`config.mk`:
```
export PLATFORM = sky130hd
export DESIGN_NAME = skvt_pick
export DESIGN_NICKNAME = d
export VERILOG_FILES = /design/src/sv/skvt_pick.sv
export SDC_FILE = /design/constraint.sdc
export NUM_CORES = 1
export LEC_CHECK = 0
export BUFFER_PORTS_ARGS = -buffer_cell sky130_fd_sc_hd__buf_2
export CORE_AREA = 2 2 75 77
export DETAILED_ROUTE_END_ITERATION = 8
export DIE_AREA = 0 0 77 79
export GPL_ROUTABILITY_DRIVEN = 0
export PLACE_DENSITY = 0.75
export SLEW_MARGIN = 20
export SYNTH_ARGS = -nofsm -noshare
export SYNTH_HDL_FRONTEND = slang
export SYNTH_SLANG_ARGS = --single-unit
```
`constraint.sdc`:
```
create_clock -name vclk -period 2
set_input_delay 0.1 -clock vclk [all_inputs]
set_output_delay 0.1 -clock vclk [all_outputs]
set_load 0.01 [all_outputs]
```
`src/sv/skvt_pick.sv`:
```
// isolates the lowest set flag of a row and builds the at-or-above mask
// used as erase shift; depends on nothing
module skvt_pick #(
   parameter int WIDTH = 64
) (
   input  logic [WIDTH-1:0] flags,
   output logic [WIDTH-1:0] first,
   output logic [WIDTH-1:0] at_or_above
);

   assign first       = flags & (~flags + WIDTH'(1));
   assign at_or_above = ~(first - WIDTH'(1));

endmodule

```
==> summary.txt, run 1 <==
Fin area = 0.002960 sq mm
Overall power = 0.2481 mW
Worst Tran Pin Value = 0.5103 ns
Total negative setup slack = -0.4600 ns
Syn_area_per_cell = 5.552 sq um
CP Capture Type = output port
RSZ-0062 raised after global routing = true
Die area = 0.006083 sq mm
Final setup fails = 6
Count of final hold-check violations = 0
WL/cell = 13.26 microns
Area grow syn2layout = 138.0%
Synth cell types = 32
Pwr Density = 83.82 mW/mm^2
Initial Util = 0.2330
Most frequent cells in the layout = buf_2, buf_4, nor2_1
Most common cell after layout, fill and taps aside = buf_2
P_leak = 1.563 nW
Filler cells = 531
Max IR drop VDD = 74.39 uV
Hold_sp = flags[29]
Setup CP Type = input port to output port
Routed wire length = 7215 microns
Total GRT Usage = 0.2034
Hold depth = 3
DPL Wire Length = 6022 microns
Routed via count = 2608
Top-Level Pins = 192
HP Class = input port to output port
Net count, final = 538
Fin. max-slew vios = 0
DR vias/cell = 4.794
Worst path required time = 1.90 ns
Initial antenna violation count = 0
Largest net degree at the start of global routing = 10
Synthesized instance count = 224
1st-iter DRT viols = 59
# DRC = 0
GRT Residual Overflow = 0
WP data arrival = 2.05 ns
Status = complete, but fails checks
FF/Latch Area = 0 sq um
Post-Place Worst Slack = -0.2067 ns
Final setup margin = -0.1463 ns
ANT nets after route = 0
Die Y = 79 microns
Number of diodes = 0
Layout cells sized above 1 = 0.6102
Max-slew headroom = 0.6567
Area of the multi-input gates = 0.001252 sq mm
Core ar. = 0.005338 sq mm
Vias in the first global route = 2391
Critical Path Start Type = input port
Clock buffers = 0
Post-DP Area = 0.002664 sq mm
CP max FO = 5
Synth Net Count = 288
Max_cap viols = 0
Seq_cells = 0
Row count = 27
Hold Path End = first[30]
Max Fclk = 465.9 MHz
Mapped cell area = 0.001244 sq mm
I/O Buffers = 192
Post-route minimum period = 2.146 ns
First-pass GRT wire length = 10640 microns
Pre-antenna DRT Iters = 4
Yosys Warn Count = 0
Die width = 77 microns
Failing checks = setup timing
Sequential share of the synthesized area = 0
WHS = 0.4654 ns
Period utilization = 1.073
[synthesized netlist by cell type]
cell      instances  area, sq um
buf_6             1        11.26
buf_4             2        15.01
nor3_4            1        16.27
or3_1             9        56.30
and3_2            1        7.510
or2_2             3        18.77
nand2_1          25        93.84
inv_1            31        116.4
nor3_1           12        60.06
clkbuf_1          2        7.510
inv_4             1        6.260
nor3b_1           4        30.03
nand2b_1          4        25.02
and2_1           14        87.58
nor3_2            1        10.01
or4_1             1        7.510
and4_1            6        52.55
and4bb_1          1        12.51
nor4_4            1        21.27
nor2b_1           1        6.260
nand4_1           5        31.28
or4_4             2        22.52
nor4_1           18        112.6
or2b_1            1        7.510
o41ai_2           1        16.27
and4b_1           2        20.02
nand3_1          10        50.05
and3_1           25        156.4
nor4b_2           1        15.01
or2_1             1        6.260
nor2_1           36        135.1
and3b_1           1        8.760
[report_power, final]
part           internal [mW]  switching (mW)
registers                  0               0
logic                  0.118           0.130
clock network              0               0
total                  0.118           0.130
[layer usage]
| metal | GRT usage | part of all wire |
|---|---|---|
| met1 | 0.2241 | 0.38 |
| met2 | 0.4237 | 0.54 |
| met3 | 0.02045 | 0.063 |
| met4 | 0.02857 | 0.019 |
| met5 | 0 | 0 |
[what timing repair did]
| action | CTS | global route |
|---|---|---|
| gates resized for setup | 7 | 41 |
| gates cloned | 0 | 0 |
| setup buffers | 0 | 8 |
| pin swaps | 3 | 18 |
| endpoints found under the setup margin | 19 | 54 |
| hold endpoints to repair | 0 | 0 |
| hold buffers | 0 | 0 |
[critical path, stage by stage]
cell	delay, ns
buf_2	0.11
or4_4	0.56
nor4b_4	0.29
and4bb_1	0.23
and3_4	0.21
inv_4	0.05
or3_1	0.35
buf_2	0.15
[worst max path at each step]
| stage | startpoint | endpoint | slack [ns] | cells after the start |
|---|---|---|---|---|
| 2_1_floorplan | flags[9] | at_or_above[24] | 0.04 | 5 |
| 3_3_place_gp | flags[36] | at_or_above[60] | -0.14 | 8 |
| 3_5_place_dp | flags[36] | at_or_above[63] | -0.21 | 8 |
| 4_1_cts | flags[38] | at_or_above[60] | -0.11 | 8 |
| 5_1_grt | flags[38] | at_or_above[60] | -0.20 | 8 |
| 6_report | flags[36] | at_or_above[60] | -0.15 | 8 |
[cell type report]
type | count | share of cell area
repair buffers | 253 | 0.5042
multi-input cells | 187 | 0.4231
well taps | 72 | 0.03043
inverters | 32 | 0.04227
[logic make-up (layout without fill, tap and decap cells)]
| family | Yosys count | count (layout) | synth area share |
|---|---|---|---|
| buf+inv | 37 | 285 | 0.1258 |
| compound gates | 1 | 1 | 0.01308 |
| simple gates | 186 | 186 | 0.8612 |
[through the flow]
step	std cells	utilization
after global routing	544	0.5546
after floorplan	224	-
after detailed placement	536	0.4991
after CTS	536	0.5068
after global placement	536	0.4991
final	544	0.5546
Note: power is estimated with default switching activity, not from simulation.
==> run 2: changes to the inputs <==
CORE_AREA = 2 2 74 76   (was 2 2 75 77)
DIE_AREA = 0 0 76 78   (was 0 0 77 79)
PLACE_DENSITY = 0.79   (was 0.75)
clock period = 1.73 ns   (was 2 ns; I/O delays follow)
==> run 2 against run 1 <==
  * The flow still finishes with violations (setup timing)
  * Largest power group unchanged
  * Utilization rose by 17 points
  * Worst hold slack improved by 0.031 ns
  * Sequential cell count did not move
  * Total power rose by 49%
  * Global-route usage rose by 4.8 points
  * Wire length rose by 34%
  * Non-clock buffer count rose by 40
  * Critical path type unchanged
  * Via count rose by 15%
  * Setup slack got worse by 0.22 ns
==> summary.txt, run 2 (synthesized netlist as in run 1, its figures left out) <==
Max-slew headroom = 0.6401
WHS = 0.4968 ns
I/O Buffers = 192
Max IR drop VDD = 77.36 uV
Number of diodes = 0
Final cell count without fillers = 582
Routed via count = 2998
Worst Tran Pin Value = 0.5358 ns
Net count, final = 578
Layout cells sized above 1 = 0.7031
Die area = 0.005928 sq mm
Comb power frac = 1.000
Area of the multi-input gates = 0.001435 sq mm
Clock share of power = 0
Top cell family by delay on the critical path = simple AND/OR/NAND/NOR gates
Die Y = 78 microns
WP data arrival = 2.01 ns
Top-Level Pins = 192
Worst path slowest cell = or4_4
Core ar. = 0.005042 sq mm
Total GRT Usage = 0.2510
Top Usage Layer GRT = met2
Total negative setup slack = -7.174 ns
Largest stage delay, worst path = 0.56 ns
Vias in the first global route = 2805
Post-route minimum period = 2.098 ns
Buffers and inverters on the worst path = 3
Critical Path Start Type = input port
CP max FO = 5
Filler cells = 397
Clock buffers = 0
Status = complete, but fails checks
Max Fclk = 476.7 MHz
WL/cell = 16.65 microns
DR vias/cell = 5.151
Initial antenna violation count = 0
Setup CP Type = input port to output port
DPL Wire Length = 6540 microns
Int Power = 0.1801 mW
Pwr Density = 101.6 mW/mm^2
Post-DP Area = 0.002954 sq mm
ANT nets after route = 0
Fin area = 0.003638 sq mm
P_leak = 1.929 nW
Met2 Usage GRT = 0.5518
Worst path cell trace = buf_8 -> or4_4 -> nor4b_4 -> and4bb_1 -> and3_4 -> inv_6 -> or3_4 -> buf_6
Routed wire length = 9690 microns
Seq_cells = 0
RSZ-0062 raised after global routing = true
Pre-antenna DRT Iters = 4
Final setup margin = -0.3677 ns
Row count = 26
First-pass GRT wire length = 12480 microns
Switching Fraction = 0.5131
Overall power = 0.3698 mW
Most common cell after layout, fill and taps aside = buf_2
Period utilization = 1.213
GR Layer Usage met3 = 0.03953
Placed insts = 565
1st-iter DRT viols = 78
# DRC = 0
Critical path depth = 8
Fin. max-slew vios = 0
CP Capture Type = output port
Sequential share of power = 0
Count of final hold-check violations = 0
Initial Util = 0.2467
Failing checks = setup timing
Largest net degree at the start of global routing = 9
GRT Residual Overflow = 0
Met1 Resource Use GR = 0.2210
Switch Pwr = 0.1898 mW
Hold depth = 4
Die width = 76 microns
Most frequent cells in the layout = buf_2, buf_4, buf_6
Final setup fails = 62
FF/Latch Area = 0 sq um
Max_cap viols = 0
Worst path required time = 1.64 ns
HP Class = input port to output port
Area grow syn2layout = 192.6%
[run 2: changes by cell type in the layout (fill, tap and decap cells not counted), sizes merged]
cell  delta
buf     +40
[run 2: routing by layer]
| metal | part of all wire | vias to the layer above | wire [microns] |
|---|---|---|---|
| met5 | 0 | - | 0 |
| met4 | 0.048 | 0 | 469 |
| met3 | 0.069 | 50 | 673 |
| met2 | 0.56 | 209 | 5441 |
| met1 | 0.32 | 1369 | 3105 |
| li1 | - | 1370 | - |
[run 2: power groups by stage]
stage	Combinational, mW	Sequential, mW	Clock (mW)
after CTS	0.326	0	0
after global placement	0.289	0	0
after detailed placement	0.297	0	0
final	0.370	0	0
after floorplan	0.0645	0	0
after global routing	0.388	0	0
[run 2: metrics by stage]
stage                       util  worst slack [ns]
final                     0.7216           -0.3677
after global routing      0.7216           -0.4328
after CTS                 0.6486           -0.3574
after detailed placement  0.5859           -0.4512
after global placement    0.5859           -0.4157
after floorplan                -           -0.1419
[run 2: area by class of cell]
| cell class | count | share of cell area |
|---|---|---|
| repair buffers | 293 | 0.5450 |
| multi-input cells | 187 | 0.3944 |
| inverters | 32 | 0.03645 |
| well taps | 70 | 0.02407 |
[run 2: final timing paths]
check	slack [ns]	to	from
max	-0.37	at_or_above[60]	flags[38]
min	0.50	first[10]	flags[10]
[run 2: what timing repair did]
| action | in CTS | in global routing |
|---|---|---|
| pin swaps | 27 | 23 |
| gates cloned | 0 | 0 |
| hold buffers | 0 | 0 |
| buffers inserted | 8 | 11 |
| setup endpoints to repair | 75 | 79 |
| gates resized for setup | 56 | 66 |
==> run 3: changes to the inputs <==
ABC_AREA = 1   (was default)
CORE_AREA = default   (was 2 2 74 76)
CORE_UTILIZATION = 34   (was default)
DIE_AREA = default   (was 0 0 76 78)
PLACE_DENSITY = 0.87   (was 0.79)
==> run 3 against run 2 <==
  * The run now ends clean
  * Combinational power fell by 20%
  * Fmax is 36% higher
  * Cell count is 22% higher
  * Sequential cell count is the same
  * Synthesized area increased by 55%
  * Final area decreased by 18%
  * Highest routed layer unchanged
==> summary.txt, run 3 <==
Met1 Resource Use GR = 0.4007
WP data arrival = 1.45 ns
Top Usage Layer GRT = met2
Share of the synthesized area in the top cell type = 0.3253
Final cell count without fillers = 708
CP Capture Type = output port
RSZ-0062 raised after global routing = false
GR Layer Usage met3 = 0.02381
Clock buffers = 0
Sequential share of the synthesized area = 0
Yosys Warn Count = 0
Period utilization = 0.8892
Switch Pwr = 0.1945 mW
Routed via count = 3523
Synth cell types = 18
Synthesized instance count = 445
WL/cell = 13.32 microns
Max Fclk = 650.1 MHz
1st-iter DRT viols = 266
I/O Buffers = 192
Post-Place Worst Slack = 0.2839 ns
Initial antenna violation count = 0
Most frequent cell after synthesis = nor2_1
Number of diodes = 0
Max-slew headroom = 0.7703
# DRC = 0
P_leak = 1.555 nW
Core ar. = 0.005473 sq mm
Top-Level Pins = 192
Syn_area_per_cell = 4.330 sq um
Overall power = 0.2949 mW
Count of final hold-check violations = 0
Post-CTS sizing = 0
Layout cells sized above 1 = 0.3538
Most frequent cells in the layout = buf_2, nor2_1, nand2_1
Met2 Usage GRT = 0.5044
HP Class = input port to output port
DPL Wire Length = 8418 microns
Die area = 0.005972 sq mm
Post-DP Area = 0.002970 sq mm
Routed wire length = 9433 microns
Most common cell after layout, fill and taps aside = buf_2
Hold_sp = flags[0]
Synth Net Count = 509
Post-route minimum period = 1.538 ns
Fin area = 0.002970 sq mm
Net count, final = 702
Setup CP Type = input port to output port
FF/Latch Area = 0 sq um
Setup bufs post-CTS = 0
Most frequent cells after synthesis = nor2_1, nand2_1, inv_1
Total negative setup slack = 0 ns
Core Util, Final = 0.5428
Seq_cells = 0
Total GRT Usage = 0.2995
Row count = 27
Int Power = 0.1004 mW
Final setup fails = 0
ANT nets after route = 0
DR vias/cell = 4.976
Vias in the first global route = 3247
Pre-antenna DRT Iters = 5
Worst path required time = 1.64 ns
Synth top area cells = nor2_1, nand2_1, inv_1, nand3_1, nor2_2
First-pass GRT wire length = 14700 microns
Placed insts = 708
# hold bufs at CTS = 0
Die Y = 77.28 microns
Switching Fraction = 0.6595
Initial Util = 0.3521
Final setup margin = 0.1917 ns
Area grow syn2layout = 54.16%
Die width = 77.28 microns
Clock share of power = 0
Setup crit start = flags[0]
Critical Path Start Type = input port
Comb power frac = 1.000
Mapped cell area = 0.001927 sq mm
Status = finished, final reports clean
Largest net degree at the start of global routing = 7
Sequential share of power = 0
Worst Tran Pin Value = 0.3420 ns
GRT Residual Overflow = 0
Max IR drop VDD = 59.02 uV
Area leader, netlist = nor2_1
Pwr Density = 99.28 mW/mm^2
WHS = 0.4396 ns
Fin. max-slew vios = 0
CP max FO = 5
Max_cap viols = 0
-- run 3: power by group through the flow --
stage	clock (mW)	sequential [mW]	combinational, mW
2_1_floorplan	0	0	0.132
3_3_place_gp	0	0	0.280
3_5_place_dp	0	0	0.285
4_1_cts	0	0	0.286
5_1_grt	0	0	0.322
6_report	0	0	0.295
-- run 3: worst paths after layout --
check / end / slack (ns) / depth (start not counted)
max: first[30] / 0.19 / 7
min: first[0] / 0.44 / 2
-- run 3: routing by layer --
metal  part of all wire  up-vias  routed length [microns]
met5                  0        -                        0
met2               0.45      240                     4266
met4              0.026        0                      245
li1                   -     1730                        -
met1               0.44     1521                     4124
met3              0.084       32                      796
-- run 3: final cells by class --
cell class,instances,area (sq um)
multi-input combinational,364,1615
fill,635,2502
timing repair buffer,193,968.4
inverter,79,296.5
tap,72,90.09
-- run 3: cell families after synthesis --
group / synth area share
buffers and inverters: 0.1617
AND/OR/NAND/NOR: 0.8383
-- run 3: critical path: stages --
cell	delay (ns)
buf_2	0.13
nor2_4	0.20
nand2_4	0.11
nor2_2	0.17
nand3_1	0.22
nor3_1	0.34
buf_2	0.20
