**src/sv/skvt_pkg.sv**
```systemverilog
// shared constants, request and status codes and the cell command type
// for the sorted key/value table; depends on nothing
package skvt_pkg;

   localparam int SKVT_CAPACITY   = 64;
   localparam int SKVT_VALUE_BITS = 32;
   localparam int KEY_BITS        = 32;

   localparam logic [KEY_BITS-1:0] RESERVED_KEY = 32'hFFFF_FFFF;

   localparam logic [3:0] MODE_FIND         = 4'd0;
   localparam logic [3:0] MODE_INSERT       = 4'd1;
   localparam logic [3:0] MODE_SET          = 4'd2;
   localparam logic [3:0] MODE_ERASE_KEY    = 4'd3;
   localparam logic [3:0] MODE_ERASE_VALUE  = 4'd4;
   localparam logic [3:0] MODE_KEY_OF_VALUE = 4'd5;
   localparam logic [3:0] MODE_LAST         = 4'd6;
   localparam logic [3:0] MODE_UNUSED_KEY   = 4'd7;
   localparam logic [3:0] MODE_CLEAR        = 4'd8;

   localparam logic [2:0] STATUS_OK        = 3'd0;
   localparam logic [2:0] STATUS_NOT_FOUND = 3'd1;
   localparam logic [2:0] STATUS_DUPLICATE = 3'd2;
   localparam logic [2:0] STATUS_RESERVED  = 3'd3;
   localparam logic [2:0] STATUS_FULL      = 3'd4;

   typedef struct packed {
      logic capture;
      logic insert;
      logic erase;
      logic set;
   } skvt_cmd_type;

endpackage

```
**src/sv/skvt_cell.sv**
```systemverilog
// one table slot: key and value storage, local compare flags and the
// neighbour shift for ordered insert and erase; depends on skvt_pkg
module skvt_cell #(
   parameter int CAPACITY   = skvt_pkg::SKVT_CAPACITY,
   parameter int VALUE_BITS = skvt_pkg::SKVT_VALUE_BITS,
   parameter int INDEX      = 0
) (
   input  logic                                  clock,
   input  skvt_pkg::skvt_cmd_type                cmd,
   input  logic [$clog2(CAPACITY+1)-1:0]         count,
   input  logic [skvt_pkg::KEY_BITS-1:0]         cmp_key,
   input  logic [VALUE_BITS-1:0]                 cmp_value,
   input  logic [skvt_pkg::KEY_BITS-1:0]         wr_key,
   input  logic [VALUE_BITS-1:0]                 wr_value,
   input  logic [skvt_pkg::KEY_BITS-1:0]         left_key,
   input  logic [VALUE_BITS-1:0]                 left_value,
   input  logic                                  left_lt,
   input  logic [skvt_pkg::KEY_BITS-1:0]         right_key,
   input  logic [VALUE_BITS-1:0]                 right_value,
   input  logic                                  sel,
   input  logic                                  shift,
   output logic [skvt_pkg::KEY_BITS-1:0]         key_q,
   output logic [VALUE_BITS-1:0]                 value_q,
   output logic                                  lt_q,
   output logic                                  keq_q,
   output logic                                  veq_q,
   output logic                                  ieq_q,
   output logic                                  last_q
);
   import skvt_pkg::*;

   localparam int CW = $clog2(CAPACITY + 1);

   logic [KEY_BITS-1:0]   key_ff, key_in;
   logic [VALUE_BITS-1:0] value_ff, value_in;
   logic                  lt_ff, keq_ff, veq_ff, ieq_ff, last_ff;
   logic                  occupied;

   assign occupied = count > CW'(INDEX);

   always_comb begin
      key_in   = key_ff;
      value_in = value_ff;
      if (cmd.insert) begin
         // cells past the insert point take the left neighbour
         if (!left_lt) begin
            key_in   = left_key;
            value_in = left_value;
         end else if (!lt_ff) begin
            key_in   = wr_key;
            value_in = wr_value;
         end
      end else if (cmd.erase && shift) begin
         key_in   = right_key;
         value_in = right_value;
      end else if (cmd.set && sel) begin
         value_in = wr_value;
      end
   end

   always_ff @(posedge clock) begin
      key_ff   <= key_in;
      value_ff <= value_in;
      if (cmd.capture) begin
         lt_ff   <= occupied && (key_ff < cmp_key);
         keq_ff  <= occupied && (key_ff == cmp_key);
         veq_ff  <= occupied && (value_ff == cmp_value);
         ieq_ff  <= occupied && (key_ff == KEY_BITS'(INDEX));
         last_ff <= count == CW'(INDEX + 1);
      end
   end

   assign key_q   = key_ff;
   assign value_q = value_ff;
   assign lt_q    = lt_ff;
   assign keq_q   = keq_ff;
   assign veq_q   = veq_ff;
   assign ieq_q   = ieq_ff;
   assign last_q  = last_ff;

endmodule

```
**config.mk**
```make
export PLATFORM = sky130hd
export DESIGN_NAME = skvt_cell
export DESIGN_NICKNAME = d
export VERILOG_FILES = /design/src/sv/skvt_pkg.sv /design/src/sv/skvt_cell.sv
export SDC_FILE = /design/constraint.sdc
export NUM_CORES = 1
export LEC_CHECK = 0
export BUFFER_PORTS_ARGS = -buffer_cell sky130_fd_sc_hd__clkbuf_2
export CAP_MARGIN = 15
export CORE_AREA = 2 2 133 135
export DETAILED_ROUTE_END_ITERATION = 10
export DIE_AREA = 0 0 135 137
export PLACE_DENSITY = 0.67
export SYNTH_ARGS = -nofsm -noshare
export SYNTH_HDL_FRONTEND = slang
export SYNTH_SLANG_ARGS = --single-unit
```
**constraint.sdc**
```tcl
create_clock -name clock -period 4.5 [get_ports clock]
set_input_delay 1.125 -clock clock [delete_from_list [all_inputs] [get_ports clock]]
set_output_delay 1.125 -clock clock [all_outputs]
set_load 0.02 [all_outputs]
```
==> metrics.md, run 1 <==
| Metric | Value |
|---|---|
| Status | `completed` |
| Crit end category | `flop` |
| First-pass GRT wire length | `25.85 mm` |
| Worst-Margin Slew | `1.155 ns` |
| Hold Buf Count CTS | `0` |
| Post-route minimum period | `2.640 ns` |
| Yosys warnings | `0` |
| Post-synthesis sequential area ratio | `about 41%` |
| Via total after detailed routing | `between 5000 and 6000` |
| Core Area | `17060 sq um` |
| Initial core utilization | `between 20% and 30%` |
| Initial antenna violation count | `0` |
| ANT nets after route | `0` |
| DPL Wire Length | `14.50 mm` |
| Die area | `18500 sq um` |
| Setup WS pre-CTS | `1.514 ns` |
| Setup Skew | `about 0.0056 ns` |
| Post-CTS Resized | `0` |
| Port bufs | `339` |
| Main combinational cell family by area after synthesis | `compound AO/OA/AOI/OAI gates` |
| Slew Viols, Final | `0` |
| Final worst-path setup slack | `1.860 ns` |
| Post-synth EDFFs | `69` |
| Yosys cell types | `36` |
| Routability congestion estimate | `0.8434` |
| WP buf/inv | `2` |
| CP delay by family, top | `simple AND/OR/NAND/NOR gates` |
| I/O Pins | `between 300 and 400` |
| CP Class | `in2reg` |
| RSZ-0062 raised after global routing | `false` |
| Diodes inserted | `0` |
| Largest cells by area after synthesis | `edfxtp_1 41%, mux2i_1 13%, ha_1 8.0%` |
| Fraction of registers with async set or reset after synthesis | `0%` |
| Adder-Cell Fraction of Synth Area | `7.976%` |
| Synth Area in Compound Gates | `14.68%` |
| Synth area leader | `edfxtp_1` |
| Largest net degree at the start of global routing | `69` |
| Drt initial violations | `~220` |
| Relative slew slack | `between 20% and 30%` |
| Slowest stage delay, CP | `0.38 ns` |
| Total number of H-tree levels | `3` |
| CP Cell Sequence | `clkbuf_2 > inv_1 > ha_1 > nand4_1 > or2_1 > nor4_2 > o41ai_1 > o211a_1` |
| Number of synthesized register bits | `69` |
| CP max stage cell | `nor4_2` |
| Syn nets | `802` |
| Setup crit start kind | `input port` |
| Vert. Die Dim | `137 um` |
| WL per Instance | `16.89 um` |
| Ys flop type | `edfxtp_1` |
| Lkg Pwr | `3.700 nW` |
| Finish-stage setup viols | `0` |
| Final period util | `between 50% and 60%` |
| PD cells | `296.1 nW/um^2` |
| Fill cells | `1687` |
| DR vias/cell | `between 4 and 5` |
| Share of layout cells above drive strength 1 | `~44%` |
| Drt pass-1 iters | `4` |
| Clk buf depth | `2` |
| CTS tree | `yes` |
| Class of the worst hold path | `reg2reg` |
| Post-CTS Setup Inserts | `0` |
| Post-synthesis xor/xnor area fraction | `about 5.6%` |
| Worst Path Arrival | `2.72 ns` |
| Clock-pin slew on the worst setup and hold paths | `about 0.05 ns` |
| Cts bufs inserted | `9` |
| Post-Route WL | `approximately 18 mm` |
| Post-synthesis cell count | `499` |
| Number of global-route vias before repair | `4984` |
| MaxCap Viol Count | `0` |
| Max VDD drop | `0.1902 mV` |
| Mapped Area | `between 5000 and 6000 sq um` |
| Post-Synth Simple-Gate Area | `12.51%` |
| Clk sink count | `69` |
| Multiplexer area fraction after synthesis | `12.76%` |
| Worst-Skew Late Latency | `0.33 ns` |
| Rows | `48` |
| Clock Tree Root | `clkbuf_16` |
| Syn_area_per_cell | `~10 sq um` |
| Synth top area share | `41.28%` |
| Worst Path Max Fanout | `2` |
| Setup total negative slack | `0 ns` |
| GRT overflow | `0` |
| DRC viols | `0` |
| Area growth syn-to-layout | `44.54%` |
| Nets | `1127` |
| Die W | `135 um` |
| Ranking of synthesized cells by instance count | `76 x a21oi_1, 69 x edfxtp_1, 64 x mux2i_1` |
| Critical Path RT | `4.58 ns` |
| F_max | `378.8 MHz` |
| Hold Vio Cnt, Final | `0` |
| Total track usage | `18.58%` |
| Top-count cell post-synth | `a21oi_1` |
routing by layer:
metal | vias up | part of all wire, % | GRT usage (%)
li1 | 2538 | - | -
met1 | 2267 | 38 | 20.85
met2 | 247 | 50 | 32.63
met3 | 45 | 7.8 | 4.000
met4 | 0 | 4.4 | 10.71
met5 | - | 0 | 0
worst paths after layout:
kind / to / depth (start not counted) / startpoint / slack [ns]
worst max register to register: lt_q / 6 / key_q[31] / 2.24
worst max-delay path: lt_q / 8 / cmp_key[29] / 1.86
worst min register to register: ieq_q / 3 / key_q[22] / 0.73
worst min-delay path: ieq_q / 3 / key_q[22] / 0.73
layout by cell type (no fill, tap or decap), types with 2 or more instances in the layout:
cell,Yosys,final
xor2_1,32,32
a21o_1,3,3
bufinv_16,0,2
buf_4,3,9
clkbuf_16,0,9
o21ai_0,2,2
a211oi_1,32,32
clkbuf_2,0,337
edfxtp_1,69,69
a21oi_1,76,76
and3_1,32,32
clkinv_2,0,3
nand3_1,4,4
mux2i_1,64,64
nor2_1,33,33
ha_1,32,32
nor4_1,17,17
inv_1,33,33
nand2_1,9,9
nor3_1,3,3
nand4_1,10,10
final cells by class:
| class | instances | area (sq um) | share of cell area, % |
|---|---|---|---|
| well taps | 225 | 281.5 | 3.880 |
| inverters | 33 | 123.9 | 1.707 |
| clock buffers | 9 | 225.2 | 3.104 |
| flip-flops and latches | 69 | 2072 | 28.56 |
| repair buffers | 346 | 1754 | 24.18 |
| multi-input cells | 365 | 2720 | 37.49 |
| clock inverters | 6 | 78.83 | 1.086 |
worst reg2reg max path, stage by stage, from the launching register on:
cell and delay [ns]:
edfxtp_1 0.48, ha_1 0.35, nand4_1 0.10, or2_1 0.30
nor4_2 0.38, o41ai_1 0.22, o211a_1 0.17
cells by family (layout without fill, tap and decap cells):
kind of cell,after synthesis,count (layout)
simple gates,114,114
buf+inv,65,394
flops,69,69
fa+ha+maj,32,32
xor+xnor,32,32
mux,64,64
compound gates,123,123
power by group:
part | internal (mW) | leakage [nW] | total, mW | switching [mW]
Clock | 0.477 | 0.152 | 0.733 | 0.256
Combinational | 0.245 | 2.87 | 0.557 | 0.312
Sequential | 0.794 | 0.675 | 0.859 | 0.0651
state kept, by name, summed over array words and instances, names as in the netlist:
name and cells:
keq_q 1, last_q 1, veq_q 1, key_q 32
ieq_q 1, value_q 32, lt_q 1
per-stage QoR:
step                      hold WS [ns]  utilization, %  instance area [sq um]  instances  total power, mW
after CTS                       0.7386           42.54                   7256       1053            2.182
final                           0.7344           42.54                   7256       1053            2.149
after global placement          0.7334           40.76                   6952       1038            1.428
after global routing            0.7576           42.54                   7256       1053            2.263
after detailed placement        0.7330           40.76                   6952       1038            1.435
after floorplan                 0.7975               -                   5020        499            1.160
Note: power is estimated with default switching activity, not from simulation.
==> inputs of run 2 (changes only) <==
Settings changed: CORE_AREA 2 2 133 135 to 2 2 131 133, DIE_AREA 0 0 135 137 to 0 0 133 135, PLACE_DENSITY 0.67 to 0.71.
Clock period 4.5 ns to 2.17 ns, I/O delays scaled along.
==> metrics.md, run 2 (synthesized netlist as in run 1, its figures left out) <==
| Metric | Value |
|---|---|
| CP max stage cell | `a2111oi_0` |
| Most common cell after layout, fill and taps aside | `clkbuf_2` |
| CP Class | `reg2reg` |
| Internal | `2.934 mW` |
| F_max | `between 400 and 500 MHz` |
| Relative slew slack | `59.75%` |
| CTS tree | `yes` |
| Rows | `47` |
| Worst Path Arrival | `2.27 ns` |
| Setup Skew | `0.006213 ns` |
| DR vias/cell | `4.896` |
| Seq pwr share | `41.5%` |
| Class of the worst hold path | `in2reg` |
| I/O Pins | `340` |
| Crit end category | `flop` |
| WL per Instance | `17.48 um` |
| Initial core utilization | `roughly 31%` |
| Nets | `1141` |
| WP buf/inv | `1` |
| Drt initial violations | `152` |
| CP delay by family, top | `compound AO/OA/AOI/OAI gates` |
| Finish-stage setup viols | `0` |
| Slew Viols, Final | `0` |
| Post-Route WL | `18.58 mm` |
| Clock Tree Root | `clkbuf_16` |
| ANT nets after route | `0` |
| Die area | `17960 sq um` |
| Number of global-route vias before repair | `roughly 5200` |
| Overall power | `roughly 4.3 mW` |
| Core Area | `between 15000 and 20000 sq um` |
| Hold Crit Depth | `3` |
| Largest net degree at the start of global routing | `93` |
| Logic pwr share | `about 29%` |
| Drt pass-1 iters | `5` |
| RSZ-0062 raised after global routing | `false` |
| Initial antenna violation count | `2` |
| Max VDD drop | `0.3179 mV` |
| Area growth syn-to-layout | `46.59%` |
| Port bufs | `339` |
| DRC viols | `0` |
| GRT met2 Usage | `around 37%` |
| Worst Reg-to-Reg Cells | `6` |
| Clock-pin slew on the worst setup and hold paths | `0.05 ns` |
| First-pass GRT wire length | `27.63 mm` |
| Busiest layer in global routing | `met2` |
| GRT overflow | `0` |
| Via total after detailed routing | `roughly 5200` |
| Worst-Skew Late Latency | `around 0.33 ns` |
| Worst-Margin Slew | `between 0.6 and 0.7 ns` |
| Post-CTS Setup Inserts | `0` |
| P_sw | `roughly 1.3 mW` |
| Met3 GRT Util | `about 5.6%` |
| Setup crit start kind | `flop` |
| Lkg Pwr | `3.758 nW` |
| MaxCap Viol Count | `0` |
| Final Core Density | `44.85%` |
| Critical Path RT | `2.37 ns` |
| Slowest stage delay, CP | `approximately 0.52 ns` |
| Setup WS pre-CTS | `-0.1912 ns` |
| Worst Path Max Fanout | `3` |
| Die W | `between 100 and 150 um` |
| Most frequent cells in the layout | `337 x clkbuf_2, 76 x a21oi_1, 69 x edfxtp_1, 64 x mux2i_1` |
| Post-route minimum period | `2.074 ns` |
| Total track usage | `20.25%` |
| CP Depth | `6` |
| Clk sink count | `slightly below 70` |
| Vert. Die Dim | `135 um` |
| Final period util | `~96%` |
| CP Cell Sequence | `ha_1 > a21o_1 > a21o_2 > a2111oi_0 > buf_4 > o211a_1` |
| Cts bufs inserted | `9` |
| Clk buf depth | `2` |
| Routability congestion estimate | `0.8550` |
| DPL Wire Length | `between 15 and 20 mm` |
| Hold Vio Cnt, Final | `0` |
| Sw frac | `31.05%` |
| Total number of H-tree levels | `3` |
| M1 GR Usage | `22.04%` |
| Final worst-path setup slack | `0.09610 ns` |
| Status | `completed` |
| Clock network fraction of total power | `29.8%` |
| Share of layout cells above drive strength 1 | `44.95%` |
| PD cells | `between 500 and 600 nW/um^2` |
-- run 2: power by group through the flow --
stage / combinational (mW) / sequential (mW) / clock, mW
2_1_floorplan: 0.492 / 1.92 / 0
3_3_place_gp: 1.22 / 1.79 / 0
3_5_place_dp: 1.23 / 1.79 / 0
4_1_cts: 1.24 / 1.77 / 1.32
5_1_grt: 1.34 / 1.78 / 1.36
6_report: 1.22 / 1.77 / 1.27
-- run 2: cell type report --
cell class | instances | area (sq um)
well taps | 220 | 275.3
repair buffers | 360 | 1909
flip-flops and latches | 69 | 2072
fillers | 1588 | 9049
clock inverters | 4 | 17.52
clock buffers | 10 | 229.0
multi-input cells | 365 | 2726
diodes | 2 | 5.005
inverters | 33 | 123.9
-- run 2: final timing paths --
path	start	end	slack [ns]
setup reg to reg	key_q[29]	lt_q	0.1
hold reg to reg	key_q[23]	ieq_q	0.76
hold / removal	right_key[6]	key_q[6]	0.54
setup / recovery	key_q[29]	lt_q	0.1
-- run 2: repair_timing --
item	4_1_cts	5_1_grt
hold buffers	0	0
gates resized for setup	0	2
endpoints found under the setup margin	0	1
-- run 2: per-layer routing --
metal	vias to the layer above	wire (um)
li1	2562	-
met1	2368	7108
met2	257	9631
met3	17	1438
met4	0	401
met5	-	0
-- run 2: worst register-to-register path: stages (launching register included) --
cell,delay [ns]
edfxtp_1,0.43
ha_1,0.32
a21o_1,0.16
a21o_2,0.20
a2111oi_0,0.52
buf_4,0.20
o211a_1,0.13
-- run 2: through the flow --
stage	area, sq um	std cells	hold WS [ns]	TNS (ns)
global placement	7101	1047	0.7435	-0.1844
finish	7358	1063	0.5426	0
global route	7358	1063	0.5379	0
CTS	7347	1061	0.5133	0
floorplan	5047	499	0.6550	-9.942
detailed placement	7101	1047	0.7666	-0.1912
